## src/pre_pkg.sv

```systemverilog
// Shared constants and codes of the page replacement engine.
package pre_pkg;

  localparam int unsigned CFG_W     = 7;
  localparam int unsigned CFG_IDX_W = 2;
  localparam int unsigned VPAGE_W   = 22;
  localparam logic [4:0]  MIN_SHIFT = 5'd10;

  // Configuration register indexes.
  localparam logic [CFG_IDX_W-1:0] REG_POLICY      = 2'd0;
  localparam logic [CFG_IDX_W-1:0] REG_PAGE_SHIFT  = 2'd1;
  localparam logic [CFG_IDX_W-1:0] REG_FRAME_COUNT = 2'd2;

  // Replacement policy codes; the unused code behaves as LRU.
  localparam logic [1:0] POL_LRU   = 2'd0;
  localparam logic [1:0] POL_CLOCK = 2'd1;
  localparam logic [1:0] POL_NRU   = 2'd2;

endpackage

```

## src/pre_ram.sv

```systemverilog
// Generic simple dual-port RAM with one write port and one registered read port.
module pre_ram #(
  parameter int unsigned WIDTH = 8,
  parameter int unsigned DEPTH = 64
) (
  input  logic                     clk_i,
  input  logic                     we_i,
  input  logic [$clog2(DEPTH)-1:0] waddr_i,
  input  logic [WIDTH-1:0]         wdata_i,
  input  logic [$clog2(DEPTH)-1:0] raddr_i,
  output logic [WIDTH-1:0]         rdata_o
);

  logic [WIDTH-1:0] mem_q [DEPTH];

  always_ff @(posedge clk_i) begin
    if (we_i) begin
      mem_q[waddr_i] <= wdata_i;
    end
    rdata_o <= mem_q[raddr_i];
  end

endmodule

```

## src/page_replacement_engine.sv

```systemverilog
// Top level of the page replacement engine: frame table sequencer and its two RAMs.
//
// An access word (address_i, is_write_i) is taken at a clock edge where start is
// high and busy is low. The page number is the address shifted right by the
// page_shift register (never less than ten). The engine looks the page up in its
// frame table, fills a free frame on a miss while fewer than frame_count frames
// are filled, and otherwise replaces a victim chosen by the policy register
// (LRU, clock second chance or NRU). One result word per access appears for
// exactly one cycle with done_o high; the receiver cannot stall it.
//
// Each access runs as sequential sweeps through the frame RAMs: the tag search
// (A active frames), the LRU/NRU scan on a full miss and the age update sweep
// over all filled frames read one entry per cycle; on a full miss under clock
// the sweep reads and then judges each frame it visits. A hit or an eviction
// also reads the chosen frame before the age sweep, and a finish state follows.
// Busy stays high meanwhile.
//
// Reset clears the counters, fill count, clock hand and registers to their
// defaults. Frame RAM contents are only read below the fill count, so they need
// no clearing pass. Configuration writes are taken in any cycle but are meant
// for idle periods only.
module page_replacement_engine #(
  parameter int unsigned NUM_FRAMES = 64,
  parameter int unsigned ADDR_BITS  = 32
) (
  input  logic                           clk_i,
  input  logic                           rst_ni,
  input  logic                           cfg_we_i,
  input  logic [pre_pkg::CFG_IDX_W-1:0]  cfg_idx_i,
  input  logic [pre_pkg::CFG_W-1:0]      cfg_data_i,
  input  logic                           start,
  output logic                           busy,
  input  logic [ADDR_BITS-1:0]           address_i,
  input  logic                           is_write_i,
  output logic                           done_o,
  output logic                           hit_o,
  output logic                           evicted_o,
  output logic                           writeback_o,
  output logic [pre_pkg::VPAGE_W-1:0]    victim_page_o,
  output logic [31:0]                    hit_total_o,
  output logic [31:0]                    fault_total_o,
  output logic [31:0]                    writeback_total_o
);
  import pre_pkg::*;

  localparam int unsigned IW     = $clog2(NUM_FRAMES);
  localparam int unsigned CNT_W  = $clog2(NUM_FRAMES + 1);
  localparam int unsigned AGE_W  = IW;
  localparam int unsigned KW     = AGE_W + 2;
  localparam int unsigned PAGE_W = ADDR_BITS - 10;
  localparam int unsigned CW     = (CNT_W > CFG_W) ? CNT_W : CFG_W;
  localparam logic [AGE_W-1:0] AGE_CAP = AGE_W'(NUM_FRAMES - 1);

  // Per-frame status word kept in the status RAM.
  typedef struct packed {
    logic             refd;
    logic             dirty;
    logic [AGE_W-1:0] age;
  } fstat_t;

  typedef enum logic [3:0] {
    ST_IDLE, ST_SRCH, ST_SCAN, ST_CLK_RD, ST_CLK_EV, ST_RDF, ST_GETF, ST_AGE, ST_DONE
  } state_e;

  state_e state_q;

  logic [1:0]         policy_q;
  logic [4:0]         page_shift_q;
  logic [CFG_W-1:0]   frame_count_q;

  logic [PAGE_W-1:0]  page_q;
  logic               wr_q;
  logic [CNT_W-1:0]   active_q, eff_q, filled_q, rd_cnt_q;
  logic               cmp_vld_q;
  logic [IW-1:0]      cmp_idx_q, f_q, h_q, hand_q, best_idx_q;
  logic [KW-1:0]      best_key_q;
  logic               best_vld_q;
  logic [AGE_W:0]     old_age_q;
  logic               hit_q, ev_q, wb_q, done_q;
  logic [PAGE_W-1:0]  vpage_q;
  logic [31:0]        hit_cnt_q, fault_cnt_q, wb_cnt_q;

  // RAM ports.
  logic [IW-1:0]      pg_raddr, pg_waddr, b_raddr, b_waddr;
  logic               pg_we, b_we;
  logic [PAGE_W-1:0]  pg_rdata;
  fstat_t             b_rdata, b_wdata;

  // Combinational helpers.
  logic [4:0]         shift_eff;
  logic [PAGE_W-1:0]  page_in;
  logic [CW-1:0]      fc_ext, eff_ext;
  logic [CNT_W-1:0]   eff_in, active_in;
  logic [KW-1:0]      scan_key;
  logic [IW-1:0]      h_start, h_next;
  fstat_t             aged;

  pre_ram #(.WIDTH(PAGE_W), .DEPTH(NUM_FRAMES)) u_page_ram (
    .clk_i   (clk_i),
    .we_i    (pg_we),
    .waddr_i (pg_waddr),
    .wdata_i (page_q),
    .raddr_i (pg_raddr),
    .rdata_o (pg_rdata)
  );

  pre_ram #(.WIDTH(AGE_W + 2), .DEPTH(NUM_FRAMES)) u_stat_ram (
    .clk_i   (clk_i),
    .we_i    (b_we),
    .waddr_i (b_waddr),
    .wdata_i (b_wdata),
    .raddr_i (b_raddr),
    .rdata_o (b_rdata)
  );

  // Page number and effective frame count of the incoming access.
  always_comb begin
    shift_eff = (page_shift_q < MIN_SHIFT) ? MIN_SHIFT : page_shift_q;
    page_in   = PAGE_W'(address_i >> shift_eff);
    fc_ext    = CW'(frame_count_q);
    if (fc_ext == '0) begin
      eff_ext = CW'(1);
    end else if (fc_ext > CW'(NUM_FRAMES)) begin
      eff_ext = CW'(NUM_FRAMES);
    end else begin
      eff_ext = fc_ext;
    end
    eff_in    = CNT_W'(eff_ext);
    active_in = (filled_q < eff_in) ? filled_q : eff_in;
  end

  // Scan key: LRU maximizes age, NRU maximizes the inverted class.
  always_comb begin
    if (policy_q == POL_NRU) begin
      scan_key = KW'(2'd3 - {b_rdata.refd, b_rdata.dirty});
    end else begin
      scan_key = KW'(b_rdata.age);
    end
    h_start = (CNT_W'(hand_q) >= active_q) ? '0 : hand_q;
    h_next  = ((CNT_W'(h_q) + CNT_W'(1)) >= active_q) ? '0 : IW'(h_q + IW'(1));
  end

  // Age update of one entry during the sweep.
  always_comb begin
    aged = b_rdata;
    if (cmp_idx_q == f_q) begin
      aged.refd  = 1'b1;
      aged.dirty = hit_q ? (b_rdata.dirty | wr_q) : wr_q;
      aged.age   = '0;
    end else if (({1'b0, b_rdata.age} < old_age_q) && (b_rdata.age < AGE_CAP)) begin
      aged.age = b_rdata.age + AGE_W'(1);
    end
  end

  // RAM address and write control by sequencer state.
  always_comb begin
    pg_raddr = rd_cnt_q[IW-1:0];
    pg_waddr = f_q;
    pg_we    = 1'b0;
    b_raddr  = rd_cnt_q[IW-1:0];
    b_waddr  = cmp_idx_q;
    b_we     = 1'b0;
    b_wdata  = aged;
    unique case (state_q)
      ST_CLK_RD: begin
        b_raddr = h_q;
      end
      ST_CLK_EV: begin
        b_raddr = h_q;
        b_waddr = h_q;
        b_wdata = '{refd: 1'b0, dirty: b_rdata.dirty, age: b_rdata.age};
        b_we    = b_rdata.refd;
      end
      ST_RDF: begin
        pg_raddr = f_q;
        b_raddr  = f_q;
      end
      ST_AGE: begin
        b_we = cmp_vld_q;
      end
      ST_DONE: begin
        pg_we = !hit_q;
      end
      default: begin
      end
    endcase
  end

  always_ff @(posedge clk_i or negedge rst_ni) begin
    if (!rst_ni) begin
      state_q       <= ST_IDLE;
      policy_q      <= POL_LRU;
      page_shift_q  <= 5'd12;
      frame_count_q <= CFG_W'(64);
      filled_q      <= '0;
      hand_q        <= '0;
      hit_cnt_q     <= '0;
      fault_cnt_q   <= '0;
      wb_cnt_q      <= '0;
      done_q        <= 1'b0;
      cmp_vld_q     <= 1'b0;
    end else begin
      done_q <= 1'b0;
      if (cfg_we_i) begin
        unique case (cfg_idx_i)
          REG_POLICY:      policy_q      <= cfg_data_i[1:0];
          REG_PAGE_SHIFT:  page_shift_q  <= cfg_data_i[4:0];
          REG_FRAME_COUNT: frame_count_q <= cfg_data_i;
          default: begin
          end
        endcase
      end
      unique case (state_q)
        ST_IDLE: begin
          if (start) begin
            page_q    <= page_in;
            wr_q      <= is_write_i;
            eff_q     <= eff_in;
            active_q  <= active_in;
            rd_cnt_q  <= '0;
            cmp_vld_q <= 1'b0;
            hit_q     <= 1'b0;
            ev_q      <= 1'b0;
            wb_q      <= 1'b0;
            vpage_q   <= '0;
            state_q   <= ST_SRCH;
          end
        end
        ST_SRCH: begin
          // One tag read issued per cycle, compared in the next.
          if (cmp_vld_q && (pg_rdata == page_q)) begin
            hit_q   <= 1'b1;
            f_q     <= cmp_idx_q;
            state_q <= ST_RDF;
          end else if (rd_cnt_q < active_q) begin
            cmp_idx_q <= rd_cnt_q[IW-1:0];
            cmp_vld_q <= 1'b1;
            rd_cnt_q  <= rd_cnt_q + CNT_W'(1);
          end else begin
            cmp_vld_q <= 1'b0;
            rd_cnt_q  <= '0;
            if (filled_q < eff_q) begin
              f_q       <= filled_q[IW-1:0];
              filled_q  <= filled_q + CNT_W'(1);
              old_age_q <= (AGE_W + 1)'(NUM_FRAMES);
              state_q   <= ST_AGE;
            end else begin
              ev_q <= 1'b1;
              if (policy_q == POL_CLOCK) begin
                h_q     <= h_start;
                state_q <= ST_CLK_RD;
              end else begin
                best_vld_q <= 1'b0;
                state_q    <= ST_SCAN;
              end
            end
          end
        end
        ST_SCAN: begin
          if (cmp_vld_q && (!best_vld_q || (scan_key > best_key_q))) begin
            best_vld_q <= 1'b1;
            best_key_q <= scan_key;
            best_idx_q <= cmp_idx_q;
          end
          if (rd_cnt_q < active_q) begin
            cmp_idx_q <= rd_cnt_q[IW-1:0];
            cmp_vld_q <= 1'b1;
            rd_cnt_q  <= rd_cnt_q + CNT_W'(1);
          end else begin
            cmp_vld_q <= 1'b0;
            if (!cmp_vld_q) begin
              f_q     <= best_idx_q;
              state_q <= ST_RDF;
            end
          end
        end
        ST_CLK_RD: begin
          state_q <= ST_CLK_EV;
        end
        ST_CLK_EV: begin
          // A referenced frame gets its second chance: bit cleared, hand moves on.
          if (b_rdata.refd) begin
            h_q     <= h_next;
            state_q <= ST_CLK_RD;
          end else begin
            f_q     <= h_q;
            hand_q  <= h_next;
            state_q <= ST_RDF;
          end
        end
        ST_RDF: begin
          state_q <= ST_GETF;
        end
        ST_GETF: begin
          old_age_q <= {1'b0, b_rdata.age};
          if (ev_q) begin
            vpage_q <= pg_rdata;
            wb_q    <= b_rdata.dirty;
          end
          rd_cnt_q  <= '0;
          cmp_vld_q <= 1'b0;
          state_q   <= ST_AGE;
        end
        ST_AGE: begin
          // Read entry i while entry i-1 is written back with its new age.
          if (rd_cnt_q < filled_q) begin
            cmp_idx_q <= rd_cnt_q[IW-1:0];
            cmp_vld_q <= 1'b1;
            rd_cnt_q  <= rd_cnt_q + CNT_W'(1);
          end else begin
            cmp_vld_q <= 1'b0;
            if (!cmp_vld_q) begin
              state_q <= ST_DONE;
            end
          end
        end
        ST_DONE: begin
          if (hit_q) begin
            hit_cnt_q <= hit_cnt_q + 32'd1;
          end else begin
            fault_cnt_q <= fault_cnt_q + 32'd1;
          end
          if (wb_q) begin
            wb_cnt_q <= wb_cnt_q + 32'd1;
          end
          done_q  <= 1'b1;
          state_q <= ST_IDLE;
        end
        default: begin
          state_q <= ST_IDLE;
        end
      endcase
    end
  end

  assign busy              = (state_q != ST_IDLE);
  assign done_o            = done_q;
  assign hit_o             = hit_q;
  assign evicted_o         = ev_q;
  assign writeback_o       = wb_q;
  assign victim_page_o     = VPAGE_W'(vpage_q);
  assign hit_total_o       = hit_cnt_q;
  assign fault_total_o     = fault_cnt_q;
  assign writeback_total_o = wb_cnt_q;

endmodule
```

## config.mk

```make
export PLATFORM = sky130hd
export DESIGN_NAME = page_replacement_engine
export DESIGN_NICKNAME = d
export VERILOG_FILES = /design/src/pre_pkg.sv /design/src/pre_ram.sv /design/src/page_replacement_engine.sv
export SDC_FILE = /design/constraint.sdc
export NUM_CORES = 2
export LEC_CHECK = 0
export BUFFER_PORTS_ARGS = -buffer_cell sky130_fd_sc_hd__buf_4
export CAP_MARGIN = 15
export CORE_UTILIZATION = 40
export CTS_CLUSTER_DIAMETER = 200
export DETAILED_ROUTE_END_ITERATION = 7
export PLACE_DENSITY_LB_ADDON = 0.1
export SLEW_MARGIN = 20
export SYNTH_ARGS = -nofsm -noshare
export SYNTH_HDL_FRONTEND = slang
export SYNTH_SLANG_ARGS = --single-unit
```

## constraint.sdc

```tcl
create_clock -name clk_i -period 13.18 [get_ports clk_i]
set_input_delay 2.636 -clock clk_i [delete_from_list [all_inputs] [get_ports clk_i]]
set_output_delay 2.636 -clock clk_i [all_outputs]
set_load 0.05 [all_outputs]
```

**Word level (Yosys, flattened, before mapping)**

Memory sizes are Yosys's and may differ from the RTL's. A register that Yosys moved wholly into a read port is not among the register bits.
Cells that the tools add are included.
Widths: inputs -> output; s select.

- Shifts and indexed selects: 1
- Order comparisons: 11
- Eq/ne operators: 34
- Reduce and logical (&&, ||, !) cells: 40
- Mux-type cells: 82
- $add $sub $neg: 9
- Bitwise logic cells: 5

Operators with widths:

| operator | count |
|---|---|
| $mux 6 | 20 |
| $add 32x1->32 const B | 3 |
| $mux 7 | 11 |
| $mux 22 | 2 |
| $pmux 22 s2 | 1 |
| $pmux 6 s3 | 2 |
| $pmux 7 s5 | 1 |
| $ne 2x2->1 const B | 17 |
| $pmux 4 s8 | 1 |
| $shr 32x5->22 | 1 |
| $lt 7x7->1 | 4 |
| $mux 4 | 7 |
| $pmux 6 s2 | 2 |
| $eq 22x22->1 | 1 |
| $mux 1 | 22 |
| $reduce_and 7->1 | 3 |
| $reduce_and 6->1 | 3 |
| $eq 4x3->1 const B | 4 |
| $mux 8 | 2 |
| $reduce_and 4->1 | 4 |
| $add 7x1->7 const B | 2 |
| $pmux 7 s2 | 1 |
| $reduce_and 2->1 | 7 |
| $add 6x1->6 const B | 2 |
| other kinds (37) | 59 |

- Output and inout bits: 123
- Bits in registers: 238
- RAM bits: 1920
- Bits of input ports: 46
- Memories: 2
- Word-level logic and storage cells: 211

Memories:

| memory | words | bits a word | rd ports | clocked after Yosys merged registers in | write ports | line | text |
|---|---|---|---|---|---|---|---|
| u_page_ram.mem_q | 64 | 22 | 1 | 1 | 1 | pre_ram.sv:14 | `logic [WIDTH-1:0] mem_q [DEPTH];` |
| u_stat_ram.mem_q | 64 | 8 | 1 | 1 | 1 | pre_ram.sv:14 |  |

**Logic depth before layout (Yosys ltp)**

- Word-level depth: 7
- Depth in mapped cells: 13
- Mapped depth without buffers: 12

**Modules after synthesis**

From an unflattened synthesis, not the netlist that was laid out.

- Cells, all modules: 4565
- Area total of the unflattened synthesis: 87906.8 sq um

Modules (own cells, without submodules):

| module | sequential area each (sq um) | cells each | area each (sq um) | instances |
|---|---|---|---|---|
| pre_ram at u_page_ram | 42721.0 | 2410 | 54496.0 | 1 |
| pre_ram at u_stat_ram | 15534.9 | 940 | 20166.8 | 1 |
| page_replacement_engine | 6444.9 | 1215 | 13244.0 | 1 |

**Least setup slack after synthesis**

OpenSTA, ideal clock, no wires.

- Path type: register -> register
- Start point: register state_q[1]
- End point: memory u_stat_ram.mem_q[0][6], data pin
- Data arrival time: 4284 ps
- Setup slack: 8194 ps
- Data required time: 12478 ps
- Buffers on the path: 4
- Period minus slack after synthesis: 4986 ps
- Stages on the path, launching flop included: 9
- Setup time: 702 ps
- Path through: dfrtp_1 buf_2 buf_1 nor2_1 nand2_1 clkbuf_1 nand4_1 clkbuf_1 o21ai_0

RTL lines:

| item | line | text |
|---|---|---|
| start: declaration | page_replacement_engine.sv:65 | `state_e state_q;` |
| start signal: assignment | page_replacement_engine.sv:191 | `state_q <= ST_IDLE;` |
| start signal: assignment | page_replacement_engine.sv:226 | `state_q <= ST_SRCH;` |
| start signal: assignment | page_replacement_engine.sv:234 | `state_q <= ST_RDF;` |
| end: declaration | pre_ram.sv:14 |  |

**Worst setup path after layout**

- Start point: register state_q[0]
- End point: register u_page_ram.rdata_o[16] (read register of u_page_ram.mem_q)

- Longest elaborated chain between the ends: 2

RTL lines:

| item | line | text |
|---|---|---|
| $eq 4x3->1 | page_replacement_engine.sv:164 | `unique case (state_q)` |
| $mux 6 | page_replacement_engine.sv:164 |  |
| end: declaration | pre_ram.sv:11 | `output logic [WIDTH-1:0] rdata_o` |

No other way between the ends.
A chain may end at the register's enable or synchronous reset.

==> summary.md <==
| Metric | Value |
|---|---|
| R2R Path Start | state_q[0]$_DFFE_PN0P_ |
| Pre-Repair DR Iteration Count | 5 |
| Total grt overflow | 0 |
| Hold Crit Class | flip-flop to flip-flop |
| Final Setup Violations | 0 |
| Core Rows | 171 |
| Period utilization | 44.9% |
| Mux contribution to synthesized area | 13.2% |
| Total Wirelength | 232 mm |
| DP HPWL | 135 mm |
| Hold Path End | writeback_total_o[31]$_DFFE_PN0P_ |
| CP peak stage delay | 0.88 ns |
| Final ANT Viol Nets | 0 |
| R2r worst-path depth | 10 |
| I/O pins | 169 |
| Post-DR wirelength/cell | 28.5 µm |
| Highest metal used | met4 |
| I/O Buffers | 160 |
| Vias | 45294 |
| Hold-fix buffers, CTS | 0 |
| Chip height | 470 µm |
| Maximum VDD drop | 0.250 mV |
| Num CTS Buffers | 228 |
| DR WL met2 | 112 mm |
| Synth area leaders | edfxtp_1 69%, mux4_2 11%, dfrtp_1 3.6% |
| Critical Path Fanout Max | 86 |
| Met3 Wirelength | 11.8 mm |
| Sequential area share after synthesis | 73.8% |
| Post-layout minimum cycle time | 5.92 ns |
| Skew-Pair Late Insertion Delay | 0.87 ns |
| Clock transition at path regs | 0.06 ns |
| GP Congestion | 0.800 |
| Worst Path Required | 13.94 ns |
| Nets | 5212 |
| Synth Area in Adders | 0.785% |
| CP dominant cell by count | nand2_1 |
| Clock Tree Buf Depth | 3 |
| Synthesized cell area | 0.0877 mm² |
| DR iter-0 viols | 3896 |
| Core area | 0.217 mm² |
| CP Launch Type | flip-flop |
| Compound-Gate Fraction of Synth Area | 3.56% |
| Fin. Hold Viols | 0 |
| Worst r2r dst | u_page_ram.rdata_o[16]$_DFF_P_ |
| Vias in the first global route | 45597 |
| Final Skew | 0.0353 ns |
| CP endpoint kind | flip-flop |
| Initial Utilization | 40.3% |
| Hold Crit Start | writeback_total_o[31]$_DFFE_PN0P_ |
| Post_cts resized | 0 |
| Tot GR Track Use | 20.8% |
| Clock root buffer | clkbuf_16 |
| Distinct cells, synth | 79 |
| Crit path DAT | 6.68 ns |
| Overall power | 23.4 mW |
| H-tree levels | 4 |
| Worst Tran Pin Value | 1.09 ns |
| Worst path cell trace | and4bb_1 > mux2i_4 > buf_12 > buf_4 > mux4_2 > nand2_1 > nand2_1 > o21ai_0 > o22ai_1 > a221o_1 |
| Max Fclk | 169 MHz |
| CP Class | flip-flop to flip-flop |
| Post-synthesis simple-gate area fraction | 5.65% |
| Final setup TNS | 0 ns |
| Cell count after synthesis | 4836 |
| YS warnings | 0 |
| Mean post-synth cell area | 18.1 µm² |
| Die Width | 470 µm |
| Die area | 0.221 mm² |
| Initial antenna violation count | 8 |
| Post-synth ARST share | 5.90% |
| Post-synthesis xor/xnor area fraction | 1.36% |
| Area growth, synth to finish | 14.1% |
| Largest net degree at the start of global routing | 134 |
| DRT met1 WL | 104 mm |
| Via/cell ratio | 5.55 |
| Syn_nets | 4937 |
| First-pass GRT wire length | 334 mm |
| Slowest CP cell | dfrtp_1 |
| Post-route DRC | 0 |
| Leakage | 33.5 nW |
| Layout cells sized above 1 | 22.6% |
| RSZ-0062 raised after global routing | false |
| Max Cap Viol | 0 |
| # Post-CTS Setup Buffers | 0 |
| Relative slew slack | 26.7% |
| Cell count of the worst hold path | 1 |
| PwrDens | 234 mW/mm² |
| Flop2flop setup slack | 7.26 ns |
| Yosys reg bits | 2186 |
| Top_reg_cell synth | edfxtp_1 |
| Status | finished clean |
| TritonCTS clock tree | done |
| Synth top area share | 69.4% |
| Clk sink count | 2186 |
| Final Max Slew Viols | 0 |
| Largest family of logic cells by synthesized area | multiplexers |
| Post-synth EDFFs | 2027 |
| Cell taking the most area after synthesis | edfxtp_1 |
## routing by layer
metal / vias to the layer above / GRT usage [%]
met3: 280 / 2.98
met4: 0 / 5.77
met2: 1220 / 33.2
li1: 19816 / -
met1: 23978 / 29.9
met5: - / 0
## cell usage in the layout, fill, tap and decap left out, types with 15 or more instances in the layout
master,instances
nand2b_1,26
a31oi_1,48
o21ai_0,88
a22o_1,21
a221o_1,23
dfrtp_1,126
nand3b_1,16
mux4_2,438
nand2_1,493
o22ai_1,45
clkinv_1,54
clkbuf_16,231
and3_1,55
nor2_1,131
nor2_2,56
clkinv_2,45
nand4_1,30
xor2_1,38
a21oi_1,48
a22oi_1,25
inv_1,66
mux2_2,44
a21o_1,27
nand3_1,119
edfxtp_1,2027
nor3_1,15
a211oi_1,45
dfxtp_1,30
clkbuf_1,57
xnor2_1,98
ha_1,55
nor2_4,17
and2_1,54
buf_4,286
mux2i_1,116
## sequential cells by signal, indices dropped and copies added (netlist names), 7 cells and up
| signal | flops |
|---|---|
| old_age_q | 7 |
| u_stat_ram.rdata_o | 8 |
| active_q | 7 |
| fc_ext | 7 |
| eff_q | 7 |
| page_q | 22 |
| rd_cnt_q | 7 |
| hit_total_o | 32 |
| u_stat_ram.mem_q | 512 |
| fault_total_o | 32 |
| u_page_ram.mem_q | 1408 |
| writeback_total_o | 32 |
| victim_page_o | 22 |
| u_page_ram.rdata_o | 22 |
| filled_q | 7 |
## report_power, final
group / total [mW] / internal [mW] / switching, mW
sequential: 8.45 / 8.19 / 0.263
combinational: 8.74 / 3.25 / 5.49
clock: 6.21 / 3.51 / 2.70
total: 23.4 / 14.9 / 8.45
## per-stage QoR
step / setup WS (ns) / util (%) / hold slack, ns / std cells / area (µm²)
after floorplan: 8.19 / - / 0.449 / 4836 / 87700
after global placement: 7.27 / 42.7 / 0.460 / 7734 / 92800
after detailed placement: 7.30 / 42.7 / 0.464 / 7734 / 92800
after CTS: 7.32 / 46.0 / 0.475 / 8157 / 100000
after global routing: 6.97 / 46.0 / 0.500 / 8162 / 100000
final: 7.26 / 46.0 / 0.470 / 8165 / 100000
## critical path: cells and delay by family, from the launching register on
family | cells | cell delay [ns]
compound gates | 3 | 1.62
simple gates | 3 | 0.80
flops | 1 | 0.88
buf+inv | 2 | 1.34
mux | 2 | 1.06
## kinds of logic after synthesis
group           count (synthesis)
flops                        2186
simple gates                 1078
mux                           607
compound gates                458
buf+inv                       316
xor+xnor                      136
fa+ha+maj                      55
## cell usage after synthesis, types with 7 or more instances
| cell | count |
|---|---|
| xor2_1 | 38 |
| clkbuf_1 | 139 |
| a22o_1 | 21 |
| a22oi_1 | 25 |
| nor2_1 | 202 |
| nand3b_1 | 16 |
| edfxtp_1 | 2027 |
| nand2_1 | 495 |
| o2111ai_1 | 7 |
| ha_1 | 55 |
| nand4_1 | 30 |
| buf_6 | 7 |
| nand2b_1 | 26 |
| buf_2 | 61 |
| buf_4 | 21 |
| mux4_2 | 438 |
| buf_1 | 22 |
| a21oi_1 | 49 |
| dfrtp_1 | 126 |
| mux2_2 | 44 |
| o32ai_1 | 14 |
| o22ai_1 | 45 |
| a211o_1 | 14 |
| a211oi_1 | 45 |
| nor3_1 | 15 |
| mux2i_1 | 124 |
| dfxtp_1 | 30 |
| nor2b_1 | 15 |
| and2_1 | 55 |
| o21ai_0 | 89 |
| inv_1 | 66 |
| a221o_1 | 23 |
| nor4_1 | 14 |
| a31oi_1 | 48 |
| nand3_1 | 119 |
| a21o_1 | 28 |
| o31ai_1 | 7 |
| o21a_1 | 12 |
| xnor2_1 | 98 |
| and3_1 | 56 |
## worst max path at each step
stage	start	endpoint	slack, ns	depth (start not counted)
floorplan	state_q[1]$_DFFE_PN0P_	u_stat_ram.mem_q[0][6]$_DFFE_PP_	8.19	8
global placement	state_q[0]$_DFFE_PN0P_	u_page_ram.rdata_o[16]$_DFF_P_	7.27	10
detailed placement	state_q[0]$_DFFE_PN0P_	u_page_ram.rdata_o[16]$_DFF_P_	7.30	10
CTS	state_q[0]$_DFFE_PN0P_	u_page_ram.rdata_o[16]$_DFF_P_	7.32	10
global route	state_q[0]$_DFFE_PN0P_	u_page_ram.rdata_o[13]$_DFF_P_	6.97	10
finish	state_q[0]$_DFFE_PN0P_	u_page_ram.rdata_o[16]$_DFF_P_	7.26	10
## final cells by class
class / instances / area, µm²
inverters: 66 / 248
clock inverters: 131 / 1120
clock buffers: 292 / 6050
diodes: 7 / 17.5
multi-input cells: 2334 / 22000
fillers: 18681 / 117000
flip-flops and latches: 2186 / 64700
repair buffers: 295 / 2320
well taps: 2854 / 3570
(Power assumes the default switching activity.)
